## config.mk

```make
export PLATFORM = sky130hd
export DESIGN_NAME = adaptive_threshold_heart_rate_unit
export DESIGN_NICKNAME = d
export VERILOG_FILES = /design/src/rtl/core/athr_pkg.sv /design/src/rtl/core/adaptive_threshold_heart_rate_unit.sv /design/src/rtl/core/athr_ctrl.sv /design/src/rtl/core/athr_dp.sv
export SDC_FILE = /design/constraint.sdc
export NUM_CORES = 1
export LEC_CHECK = 0
export BUFFER_PORTS_ARGS = -buffer_cell sky130_fd_sc_hd__buf_2
export CORE_MARGIN = 10
export CORE_UTILIZATION = 60
export CTS_CLUSTER_DIAMETER = 60
export DETAILED_ROUTE_END_ITERATION = 10
export GPL_ROUTABILITY_DRIVEN = 0
export HOLD_SLACK_MARGIN = 0.12
export PLACE_DENSITY = 0.78
export SLEW_MARGIN = 20
export SYNTH_ARGS = -nofsm -noshare
export SYNTH_HDL_FRONTEND = slang
export SYNTH_SLANG_ARGS = --single-unit
```

## constraint.sdc

```tcl
create_clock -name clk -period 13.5 [get_ports clk]
set_input_delay 1.35 -clock clk [delete_from_list [all_inputs] [get_ports clk]]
set_output_delay 1.35 -clock clk [all_outputs]
set_load 0.05 [all_outputs]
```

## src/rtl/core/athr_pkg.sv

```systemverilog
// Shared types and constants for the adaptive threshold heart rate unit.
// Used by athr_ctrl, athr_dp and the top level; depends on nothing.
package athr_pkg;

    // Field and register widths.
    localparam int SAMPLE_W = 18;
    localparam int TIME_W   = 32;
    localparam int IVAL_W   = 16;
    localparam int RATE_W   = 16;
    localparam int CFG_IDX_W  = 2;
    localparam int CFG_DATA_W = 18;

    // Configuration register indexes.
    localparam logic [CFG_IDX_W-1:0] CFG_PRESENCE = 2'd0;
    localparam logic [CFG_IDX_W-1:0] CFG_MIN_IVAL = 2'd1;
    localparam logic [CFG_IDX_W-1:0] CFG_MAX_IVAL = 2'd2;

    // Reset values.
    localparam logic [SAMPLE_W-1:0] PRESENCE_RST  = 18'd50000;
    localparam logic [IVAL_W-1:0]   MIN_IVAL_RST  = 16'd300;
    localparam logic [IVAL_W-1:0]   MAX_IVAL_RST  = 16'd2000;
    localparam logic [SAMPLE_W-1:0] THRESHOLD_RST = 18'd100000;

    // Threshold filter: (thr * 99 + sample) / 100.
    localparam int ACC_W = 25;
    localparam logic [ACC_W-1:0] THR_WEIGHT = 25'd99;
    // ceil(2^32 / 100); exact quotient for every dividend below 2^25.
    localparam int RECIP_W     = 26;
    localparam int RECIP_SHIFT = 32;
    localparam logic [RECIP_W-1:0] RECIP_100 = 26'd42949673;
    localparam int PROD_W = ACC_W + RECIP_W;

    // Rate divider: 60000 / interval, one quotient bit per cycle.
    localparam logic [RATE_W-1:0] RATE_NUMER = 16'd60000;
    localparam int DIV_STEPS = RATE_W;
    localparam int DIV_CNT_W = 4;
    localparam logic [DIV_CNT_W-1:0] DIV_LAST = DIV_CNT_W'(DIV_STEPS - 1);

    // Commands from the controller to the datapath.
    typedef struct packed {
        logic load_in;
        logic eval;
        logic mul;
        logic div_step;
        logic commit;
    } cmd_t;

    // Status from the datapath to the controller.
    typedef struct packed {
        logic div_done;
    } status_t;

endpackage

```

## src/rtl/core/adaptive_threshold_heart_rate_unit.sv

```systemverilog
// Top level of the adaptive threshold heart rate unit: a new sample is taken only
// once the previous one is committed, and the rate comes from the 16-step
// restoring divider for 60000 / interval.
// The next item is accepted while the previous result still waits.
// Reset (rst_n, async, active low) loads register defaults, threshold 100000
// and last beat time zero. Instantiates athr_ctrl and athr_dp; uses athr_pkg.
module adaptive_threshold_heart_rate_unit
(
    input  logic                            clk,
    input  logic                            rst_n,
    input  logic                            cfg_valid,
    output logic                            cfg_ready,
    input  logic [athr_pkg::CFG_IDX_W-1:0]  cfg_index,
    input  logic [athr_pkg::CFG_DATA_W-1:0] cfg_data,
    input  logic                            in_valid,
    output logic                            in_ready,
    input  logic [athr_pkg::SAMPLE_W-1:0]   ir_sample,
    input  logic [athr_pkg::TIME_W-1:0]     time_ms,
    output logic                            out_valid,
    input  logic                            out_ready,
    output logic [athr_pkg::RATE_W-1:0]     rate_bpm,
    output logic                            beat_found
);

    athr_pkg::cmd_t    cmd;
    athr_pkg::status_t status;

    // Configuration transactions are always taken.
    assign cfg_ready = 1'b1;

    athr_ctrl u_ctrl
    (
        .clk       (clk),
        .rst_n     (rst_n),
        .in_valid  (in_valid),
        .in_ready  (in_ready),
        .out_valid (out_valid),
        .out_ready (out_ready),
        .status    (status),
        .cmd       (cmd)
    );

    athr_dp u_dp
    (
        .clk        (clk),
        .rst_n      (rst_n),
        .cmd        (cmd),
        .status     (status),
        .cfg_write  (cfg_valid),
        .cfg_index  (cfg_index),
        .cfg_data   (cfg_data),
        .ir_sample  (ir_sample),
        .time_ms    (time_ms),
        .rate_bpm   (rate_bpm),
        .beat_found (beat_found)
    );

endmodule

```

## src/rtl/core/athr_ctrl.sv

```systemverilog
// Controller state machine for the adaptive threshold heart rate unit.
// Depends on athr_pkg; drives the athr_dp command struct and the handshakes.
module athr_ctrl
(
    input  logic              clk,
    input  logic              rst_n,
    input  logic              in_valid,
    output logic              in_ready,
    output logic              out_valid,
    input  logic              out_ready,
    input  athr_pkg::status_t status,
    output athr_pkg::cmd_t    cmd
);

    typedef enum logic [4:0] {
        S_IDLE = 5'b00001,
        S_EVAL = 5'b00010,
        S_MUL  = 5'b00100,
        S_DIV  = 5'b01000,
        S_DONE = 5'b10000
    } state_t;

    state_t state_reg;
    state_t state_next;
    logic   out_valid_reg;
    logic   out_valid_next;
    logic   slot_free;

    // The result register can take a new result when empty or being drained.
    assign slot_free = !out_valid_reg || out_ready;

    // Next state and command decode.
    always_comb
    begin
        state_next   = state_reg;
        cmd          = '0;
        in_ready     = 1'b0;
        unique case (state_reg)
            S_IDLE:
            begin
                in_ready    = 1'b1;
                cmd.load_in = in_valid;
                if (in_valid)
                begin
                    state_next = S_EVAL;
                end
            end
            S_EVAL:
            begin
                cmd.eval   = 1'b1;
                state_next = S_MUL;
            end
            S_MUL:
            begin
                cmd.mul    = 1'b1;
                state_next = S_DIV;
            end
            S_DIV:
            begin
                cmd.div_step = 1'b1;
                if (status.div_done)
                begin
                    state_next = S_DONE;
                end
            end
            S_DONE:
            begin
                if (slot_free)
                begin
                    cmd.commit = 1'b1;
                    state_next = S_IDLE;
                end
            end
            default:
            begin
                state_next = S_IDLE;
            end
        endcase
    end

    // Output valid: set on commit, cleared when the transaction completes.
    always_comb
    begin
        out_valid_next = out_valid_reg;
        if (out_valid_reg && out_ready)
        begin
            out_valid_next = 1'b0;
        end
        if (cmd.commit)
        begin
            out_valid_next = 1'b1;
        end
    end

    always_ff @(posedge clk or negedge rst_n)
    begin
        if (!rst_n)
        begin
            state_reg     <= S_IDLE;
            out_valid_reg <= 1'b0;
        end
        else
        begin
            state_reg     <= state_next;
            out_valid_reg <= out_valid_next;
        end
    end

    assign out_valid = out_valid_reg;

    // A commit never overwrites a result that is still waiting.
    a_commit_free: assert property (@(posedge clk) disable iff (!rst_n)
        cmd.commit && out_valid_reg |-> out_ready)
        else $error("commit overwrote a pending result");

    // The last divider step always leads to the commit state.
    a_div_exit: assert property (@(posedge clk) disable iff (!rst_n)
        state_reg == S_DIV && status.div_done |=> state_reg == S_DONE)
        else $error("divider exit missed");

    // A new item is taken only when the previous one has been committed.
    a_accept_idle: assert property (@(posedge clk) disable iff (!rst_n)
        cmd.load_in |=> state_reg == S_EVAL && !cmd.commit)
        else $error("accept outside idle");

endmodule

```

## src/rtl/core/athr_dp.sv

```systemverilog
// Datapath for the adaptive threshold heart rate unit: configuration,
// threshold filter, beat window test and iterative rate divider. Uses athr_pkg.
module athr_dp
(
    input  logic                                clk,
    input  logic                                rst_n,
    input  athr_pkg::cmd_t                      cmd,
    output athr_pkg::status_t                   status,
    input  logic                                cfg_write,
    input  logic [athr_pkg::CFG_IDX_W-1:0]      cfg_index,
    input  logic [athr_pkg::CFG_DATA_W-1:0]     cfg_data,
    input  logic [athr_pkg::SAMPLE_W-1:0]       ir_sample,
    input  logic [athr_pkg::TIME_W-1:0]         time_ms,
    output logic [athr_pkg::RATE_W-1:0]         rate_bpm,
    output logic                                beat_found
);

    // Configuration registers.
    logic [athr_pkg::SAMPLE_W-1:0] presence_reg;
    logic [athr_pkg::IVAL_W-1:0]   min_ival_reg;
    logic [athr_pkg::IVAL_W-1:0]   max_ival_reg;

    // Detector state.
    logic [athr_pkg::SAMPLE_W-1:0] thr_reg;
    logic [athr_pkg::TIME_W-1:0]   last_beat_reg;

    // Per-item working registers.
    logic [athr_pkg::SAMPLE_W-1:0] sample_reg;
    logic [athr_pkg::TIME_W-1:0]   time_reg;
    logic                          present_reg;
    logic                          beat_reg;
    logic [athr_pkg::ACC_W-1:0]    acc_reg;
    logic [athr_pkg::SAMPLE_W-1:0] thr_new_reg;
    logic [athr_pkg::IVAL_W-1:0]   divisor_reg;
    logic [athr_pkg::RATE_W-1:0]   quo_reg;
    logic [athr_pkg::RATE_W-1:0]   rem_reg;
    logic [athr_pkg::DIV_CNT_W-1:0] cnt_reg;

    // Result registers.
    logic [athr_pkg::RATE_W-1:0]   rate_reg;
    logic                          found_reg;

    logic [athr_pkg::TIME_W-1:0]   delta;
    logic                          present;
    logic                          in_window;
    logic [athr_pkg::PROD_W-1:0]   prod;
    logic [athr_pkg::RATE_W:0]     rem_sh;
    logic                          rem_ge;
    logic [athr_pkg::RATE_W:0]     rem_sub;

    // Configuration writes; an index beyond the list is ignored.
    always_ff @(posedge clk or negedge rst_n)
    begin
        if (!rst_n)
        begin
            presence_reg <= athr_pkg::PRESENCE_RST;
            min_ival_reg <= athr_pkg::MIN_IVAL_RST;
            max_ival_reg <= athr_pkg::MAX_IVAL_RST;
        end
        else if (cfg_write)
        begin
            unique case (cfg_index)
                athr_pkg::CFG_PRESENCE: presence_reg <= cfg_data;
                athr_pkg::CFG_MIN_IVAL: min_ival_reg <= cfg_data[athr_pkg::IVAL_W-1:0];
                athr_pkg::CFG_MAX_IVAL: max_ival_reg <= cfg_data[athr_pkg::IVAL_W-1:0];
                default: ;
            endcase
        end
    end

    // Presence, threshold and interval window tests.
    assign delta     = time_reg - last_beat_reg;
    assign present   = sample_reg > presence_reg;
    assign in_window = (delta > {16'd0, min_ival_reg}) && (delta < {16'd0, max_ival_reg});

    // Second filter stage: divide by 100 through the reciprocal.
    assign prod = {{athr_pkg::RECIP_W{1'b0}}, acc_reg}
                * {{athr_pkg::ACC_W{1'b0}}, athr_pkg::RECIP_100};

    // One restoring division step.
    assign rem_sh  = {rem_reg, quo_reg[athr_pkg::RATE_W-1]};
    assign rem_ge  = rem_sh >= {1'b0, divisor_reg};
    assign rem_sub = rem_sh - {1'b0, divisor_reg};

    assign status.div_done = cnt_reg == athr_pkg::DIV_LAST;

    // Item working registers.
    always_ff @(posedge clk)
    begin
        if (cmd.load_in)
        begin
            sample_reg <= ir_sample;
            time_reg   <= time_ms;
        end
        if (cmd.eval)
        begin
            present_reg <= present;
            beat_reg    <= present && (sample_reg > thr_reg) && in_window;
            divisor_reg <= delta[athr_pkg::IVAL_W-1:0];
            acc_reg     <= {7'd0, thr_reg} * athr_pkg::THR_WEIGHT
                         + {7'd0, sample_reg};
            quo_reg     <= athr_pkg::RATE_NUMER;
            rem_reg     <= '0;
        end
        if (cmd.mul)
        begin
            thr_new_reg <= prod[athr_pkg::RECIP_SHIFT +: athr_pkg::SAMPLE_W];
        end
        if (cmd.div_step)
        begin
            quo_reg <= {quo_reg[athr_pkg::RATE_W-2:0], rem_ge};
            rem_reg <= rem_ge ? rem_sub[athr_pkg::RATE_W-1:0] : rem_sh[athr_pkg::RATE_W-1:0];
        end
    end

    // Divider step counter.
    always_ff @(posedge clk or negedge rst_n)
    begin
        if (!rst_n)
        begin
            cnt_reg <= '0;
        end
        else if (cmd.eval)
        begin
            cnt_reg <= '0;
        end
        else if (cmd.div_step)
        begin
            cnt_reg <= cnt_reg + 1'b1;
        end
    end

    // Detector state update and result load on commit.
    always_ff @(posedge clk or negedge rst_n)
    begin
        if (!rst_n)
        begin
            thr_reg       <= athr_pkg::THRESHOLD_RST;
            last_beat_reg <= '0;
        end
        else if (cmd.commit)
        begin
            if (present_reg)
            begin
                thr_reg <= thr_new_reg;
            end
            if (beat_reg)
            begin
                last_beat_reg <= time_reg;
            end
        end
    end

    always_ff @(posedge clk)
    begin
        if (cmd.commit)
        begin
            rate_reg  <= beat_reg ? quo_reg : '0;
            found_reg <= beat_reg;
        end
    end

    assign rate_bpm   = rate_reg;
    assign beat_found = found_reg;

    // An accepted beat always has a nonzero interval to divide by.
    a_divisor_nonzero: assert property (@(posedge clk) disable iff (!rst_n)
        cmd.commit && beat_reg |-> divisor_reg != '0)
        else $error("beat with zero interval");

    // The rate can never exceed the numerator.
    a_rate_range: assert property (@(posedge clk) disable iff (!rst_n)
        cmd.commit && beat_reg |-> quo_reg <= athr_pkg::RATE_NUMER)
        else $error("rate out of range");

    // A beat requires a finger to be present.
    a_beat_present: assert property (@(posedge clk) disable iff (!rst_n)
        cmd.commit && beat_reg |-> present_reg)
        else $error("beat without presence");

endmodule

```

==> results of run 1 <==
## stage by stage
stage          instances  hold WS (ns)  area [sq um]  setup slack, ns  utilization
2_1_floorplan       2435         0.454         26300             7.11            -
3_3_place_gp        3098         0.458         27500             6.55        0.635
3_5_place_dp        3098         0.466         27500             6.40        0.635
4_1_cts             3156         0.480         28500             6.38        0.660
5_1_grt             3156         0.491         28600             5.97        0.660
6_report            3157         0.473         28600             6.32        0.660
## cell type report
cell class / count / area (sq um)
multi-input combinational: 1534 / 16400
inverter: 610 / 2290
clock buffer: 36 / 825
antenna: 1 / 2.50
clock inverter: 22 / 236
fill: 3221 / 14700
tap: 585 / 732
timing repair buffer: 99 / 513
sequential: 270 / 7590
## path summary, 6_finish.rpt
path,from,end,slack (ns),cells past startpoint
worst max register to register,u_dp.acc_reg[10],u_dp.thr_new_reg[14],6.32,22
worst max-delay path,u_dp.acc_reg[10],u_dp.thr_new_reg[14],6.32,22
worst min-delay path,u_dp.thr_new_reg[11],u_dp.thr_reg[11],0.47,1
min in group asynchronous,rst_n,u_ctrl.state_reg[2],0.77,1
max in group asynchronous,rst_n,u_dp.thr_reg[1],11.36,2
worst min register to register,u_dp.thr_new_reg[11],u_dp.thr_reg[11],0.47,1
## worst max-delay path, delay by kind of cell (launching register included)
family | cells | cell delay, ns
buffers and inverters | 5 | 0.34
adders and majority gates | 8 | 3.86
DFF | 1 | 0.55
AOI/OAI and AO/OA | 8 | 2.09
xor gates and xnor gates | 1 | 0.08
## cells in the final DEF, fill, tap and decap left out, types with 20 or more instances in the layout
master,synthesis,layout
inv_1,609,608
ha_1,455,455
fa_1,259,259
edfxtp_1,160,160
buf_2,1,92
dfrtp_1,87,87
a21oi_1,85,85
mux2_2,83,83
nor2_1,80,80
nand2_1,74,74
o21ai_0,64,64
xnor2_1,52,52
a21o_1,39,39
clkbuf_16,0,31
and2_1,31,30
nand3_1,27,27
nand2b_1,25,25
xor2_1,23,23
dfstp_2,23,23
nor3_1,21,21
nand4_1,20,20
## kinds of logic after synthesis
kind of cell,share of synthesized area
flip-flops,0.288
AND/OR/NAND/NOR,0.0711
multiplexers,0.0416
AO/OA/AOI/OAI,0.0699
adder cells (fa/ha/maj),0.413
buffers and inverters,0.0909
XOR/XNOR,0.0250
other,0.000142
## per-layer routing
| layer | vias up | track usage |
|---|---|---|
| li1 | 8232 | - |
| met3 | 121 | 0.0392 |
| met2 | 495 | 0.374 |
| met5 | - | 0 |
| met4 | 0 | 0.0710 |
| met1 | 8786 | 0.288 |
==> summary.txt, run 1 <==
Outcome
  • Status: finished, final reports clean

CTS
  • Cts hold-fix bufs: 0
  • Setup Fix Bufs, Post-CTS: 0
  • Total CTS buffers: 31
  • Clk buf depth: 3
  • Clock sink count: 270
  • Clk slew on worst S/H paths: around 0.060 ns
  • Worst skew pair latency: between 0.5 and 0.6 ns
  • Resized cells post-CTS: 0
  • CTS root buf: clkbuf_16
  • CTS tree: yes
  • Htree depth: 1

Logic synthesis
  • Library cells used by synthesis: between 70 and 80
  • Share of the synthesized area in the top cell type: 0.216
  • Synth top area cells: ha_1 22%, fa_1 20%, edfxtp_1 18%, inv_1 8.7%, dfrtp_1 8.3%
  • Share of synthesized flip-flops with an asynchronous set or reset: 0.407
  • Synth Net Count: approximately 3200
  • Ys Warns: 0
  • Top_reg_cell synth: edfxtp_1
  • Post-synthesis sequential area ratio: 0.288
  • Count leader, synth: inv_1
  • Post-Syn Instances: between 2000 and 2500
  • Syn Area/Cell: 10.8 sq um
  • Number of synthesized flops with an enable pin: 160
  • Leading area contributor after synthesis: ha_1
  • Top cells by count, synth: 609 x inv_1, 455 x ha_1, 259 x fa_1
  • Yosys reg bits: 270
  • Mapped cell area: between 0.02 and 0.03 sq mm

Die
  • Die area: between 0.05 and 0.06 sq mm
  • I/O Pins: 95
  • Die width: between 200 and 250 microns
  • Initial core utilization: 0.608
  • Vert. Die Dim: 229 microns
  • Site Rows: 76
  • Core Region: 0.0433 sq mm

Critical path
  • CP arrival: approximately 7.5 ns
  • WS Path Type: flop to flop
  • Required @ worst endpoint: around 14 ns
  • CP max stage delay: between 0.6 and 0.7 ns
  • Crit start category: flop
  • Crit. End Element: flop
  • CP dominant cell by count: fa_1
  • CP max-delay cell: fa_1
  • CP Cell Sequence: fa_1, inv_1, fa_1, inv_1, fa_1, fa_1, fa_1, fa_1, inv_1, fa_1, inv_1, ha_1, a21oi_1, a21boi_0, a211oi_1, o2111ai_1, a31o_2, a211o_1, a21oi_1, inv_1, a21oi_1, xnor2_1
  • CP max FO: 7

Detailed routing
  • Drt first pass iters: 6
  • Post-DR wirelength/cell: between 15 and 20 microns
  • Post-Route WL: between 50000 and 60000 microns
  • Post-route ant nets: 0
  • Total length of routed met3 wires: approximately 3600 microns
  • Max Used Layer: met4
  • Vias: between 15000 and 20000
  • Via/cell ratio: ~5.6
  • Met2 Wirelength: approximately 28000 microns
  • Remaining DRCs: 0
  • WL met1: ~25000 microns
  • DRT iter0 DRCs: about 1100

Global routing
  • Total GRT Usage: 0.223
  • Initial antenna violation count: 0
  • Pin count of the biggest net entering global routing: 71
  • First-pass GRT wire length: between 90000 and 100000 microns
  • Overflow after GRT: 0
  • Vias in the first global route: roughly 19000

STA
  • Fin crit share: 0.532
  • Fmax: ~140 MHz
  • Worst-Margin Slew: ~0.96 ns
  • RSZ-0062 raised after global routing: false
  • Setup violators final: 0
  • Clock Skews: roughly 0.020 ns
  • Sum Neg Setup Slack: 0 ns
  • Slew Viols, Final: 0
  • Hold violation count in the final report: 0
  • Slew headroom: 0.358
  • Period minus WS final: ~7 ns

Place
  • IO Port Bufs: 93
  • DP Wirelength: 48200 microns

Final layout
  • Share of layout cells above drive strength 1: 0.112
  • Syn-to-layout area delta: 8.48%
  • Nets: between 3000 and 4000

Job
  • MaxCap Viol Count: 0

Hold path
  • Min-delay worst type: flop to flop
Power of run 1 is not shown: default switching activity piles up to over one toggle a cycle in this logic, so the estimate is an artifact.
==> run 2: changes to the inputs <==
clock period = 7.4 ns   (was 13.5 ns; I/O delays follow)
==> summary.txt, run 2 (same netlist as run 1, synthesis figures left out) <==
Outcome
  • Status: finished, final reports clean

STA
  • Hold violation count in the final report: 0
  • Slew Viols, Final: 0
  • Fmax: 142 MHz
  • Setup violators final: 0
  • Clock Skews: ~0.02 ns
  • Worst-Margin Slew: roughly 0.95 ns
  • Slew headroom: 0.366
  • Period minus WS final: roughly 7 ns
  • Sum Neg Setup Slack: 0 ns
  • RSZ-0062 raised after global routing: false
  • Fin crit share: 0.949

Detailed routing
  • DRT iter0 DRCs: 1026
  • Remaining DRCs: 0
  • Vias: between 15000 and 20000
  • Post-route ant nets: 0
  • Post-DR wirelength/cell: 18.4 microns
  • Post-Route WL: between 50000 and 60000 microns
  • Drt first pass iters: 5
  • Via/cell ratio: approximately 5.5

Place
  • DP Cell Count: ~3100
  • IO Port Bufs: between 90 and 100
  • DP Wirelength: approximately 48000 microns

Global routing
  • Overflow after GRT: 0
  • Total GRT Usage: 0.223
  • Vias in the first global route: ~19000
  • First-pass GRT wire length: 95800 microns
  • Initial antenna violation count: 0
  • Pin count of the biggest net entering global routing: between 70 and 80

Final layout
  • Final Non-Filler Cells: 3160
  • Syn-to-layout area delta: 8.50%
  • Nets: roughly 3300
  • Most frequent cells in the layout: 608 x inv_1, 455 x ha_1, 259 x fa_1
  • Ant. Diodes: 0
  • Share of layout cells above drive strength 1: 0.111
  • Most common cell after layout, fill and taps aside: inv_1

CTS
  • Worst skew pair latency: around 0.58 ns
  • CTS root buf: clkbuf_16
  • Clk slew on worst S/H paths: 0.06 ns
  • Clock sink count: 270
  • CTS tree: yes
  • Htree depth: 1
  • Clk buf depth: 3
  • Cts hold-fix bufs: 0
  • Total CTS buffers: 31

Critical path
  • Crit start category: flop
  • CP arrival: about 7.4 ns
  • Required @ worst endpoint: 7.73 ns
  • WS Path Type: flop to flop
  • Crit. End Element: flop
  • CP max FO: 8

Job
  • MaxCap Viol Count: 0

Die
  • Die width: between 200 and 250 microns
  • Site Rows: 76
  • Initial core utilization: 0.608
  • Core Region: between 0.04 and 0.05 sq mm
  • I/O Pins: 95
  • Vert. Die Dim: around 230 microns
  • Die area: 0.0527 sq mm

Hold path
  • Min-delay worst type: primary input to asynchronous set/reset pin
==> run 2: cell count changes in the layout (fill, tap and decap cells not counted), sizes merged <==
cell,change
diode,-1
inv,-3
bufinv,-2
buf,+4
clkinvlp,-3
clkinv,+1
clkbuf,+7
==> run 2: path summary, 6_finish.rpt <==
kind / startpoint / endpoint / slack (ns) / cells after the start
max: u_dp.acc_reg[11] / u_dp.thr_new_reg[14] / 0.38 / 22
min: rst_n / u_dp.last_beat_reg[0] / 0.16 / 1
max in group asynchronous: rst_n / u_dp.thr_reg[0] / 5.87 / 2
min reg2reg: u_dp.thr_new_reg[2] / u_dp.thr_reg[2] / 0.47 / 1
min in group clk: time_ms[23] / u_dp.time_reg[23] / 0.33 / 1
max reg2reg: u_dp.acc_reg[11] / u_dp.thr_new_reg[14] / 0.38 / 22
==> run 2: what timing repair did <==
action	in CTS	in global routing
setup buffers	0	3
gates resized for setup	0	1
endpoints found under the setup margin	0	4
endpoints found under the hold margin	0	0
==> run 2: per-stage QoR <==
step	instance area, sq um	hold WS, ns	setup WS, ns	util
detailed placement	27500	0.466	0.276	0.635
global route	28600	0.180	0.0961	0.660
floorplan	26300	0.444	1.01	-
CTS	28500	0.156	0.256	0.659
finish	28600	0.161	0.377	0.660
global placement	27500	0.460	0.441	0.635
==> run 2: worst max-delay path: stages (launching register included) <==
cell and delay (ns):
edfxtp_1 0.57, fa_1 0.64, inv_1 0.10, fa_1 0.37, inv_1 0.09, fa_1 0.43
fa_1 0.47, fa_1 0.53, fa_1 0.55, inv_1 0.05, fa_1 0.52, inv_1 0.04
ha_1 0.31, a21oi_1 0.13, a21boi_0 0.15, a211oi_2 0.32, o2111ai_1 0.27, a31o_2 0.31
a211o_1 0.35, a21oi_1 0.24, inv_1 0.06, a21oi_1 0.17, xnor2_1 0.08
==> run 2: layout make-up <==
cell class / instances / area (sq um)
flip-flops and latches: 270 / 7590
multi-input cells: 1534 / 16400
well taps: 585 / 732
clock buffers: 43 / 895
clock inverters: 15 / 139
fillers: 3217 / 14700
inverters: 610 / 2290
repair buffers: 103 / 543
==> run 2: metal layers <==
| metal | routed length (microns) | GRT usage | part of all wire | vias to the layer above |
|---|---|---|---|---|
| met3 | 3180 | 0.0320 | 0.055 | 93 |
| li1 | - | - | - | 8231 |
| met4 | 1250 | 0.0536 | 0.022 | 0 |
| met1 | 25000 | 0.292 | 0.43 | 8742 |
| met2 | 28600 | 0.384 | 0.49 | 460 |
| met5 | 0 | 0 | 0 | - |
Power of run 2 is left out for the same reason.
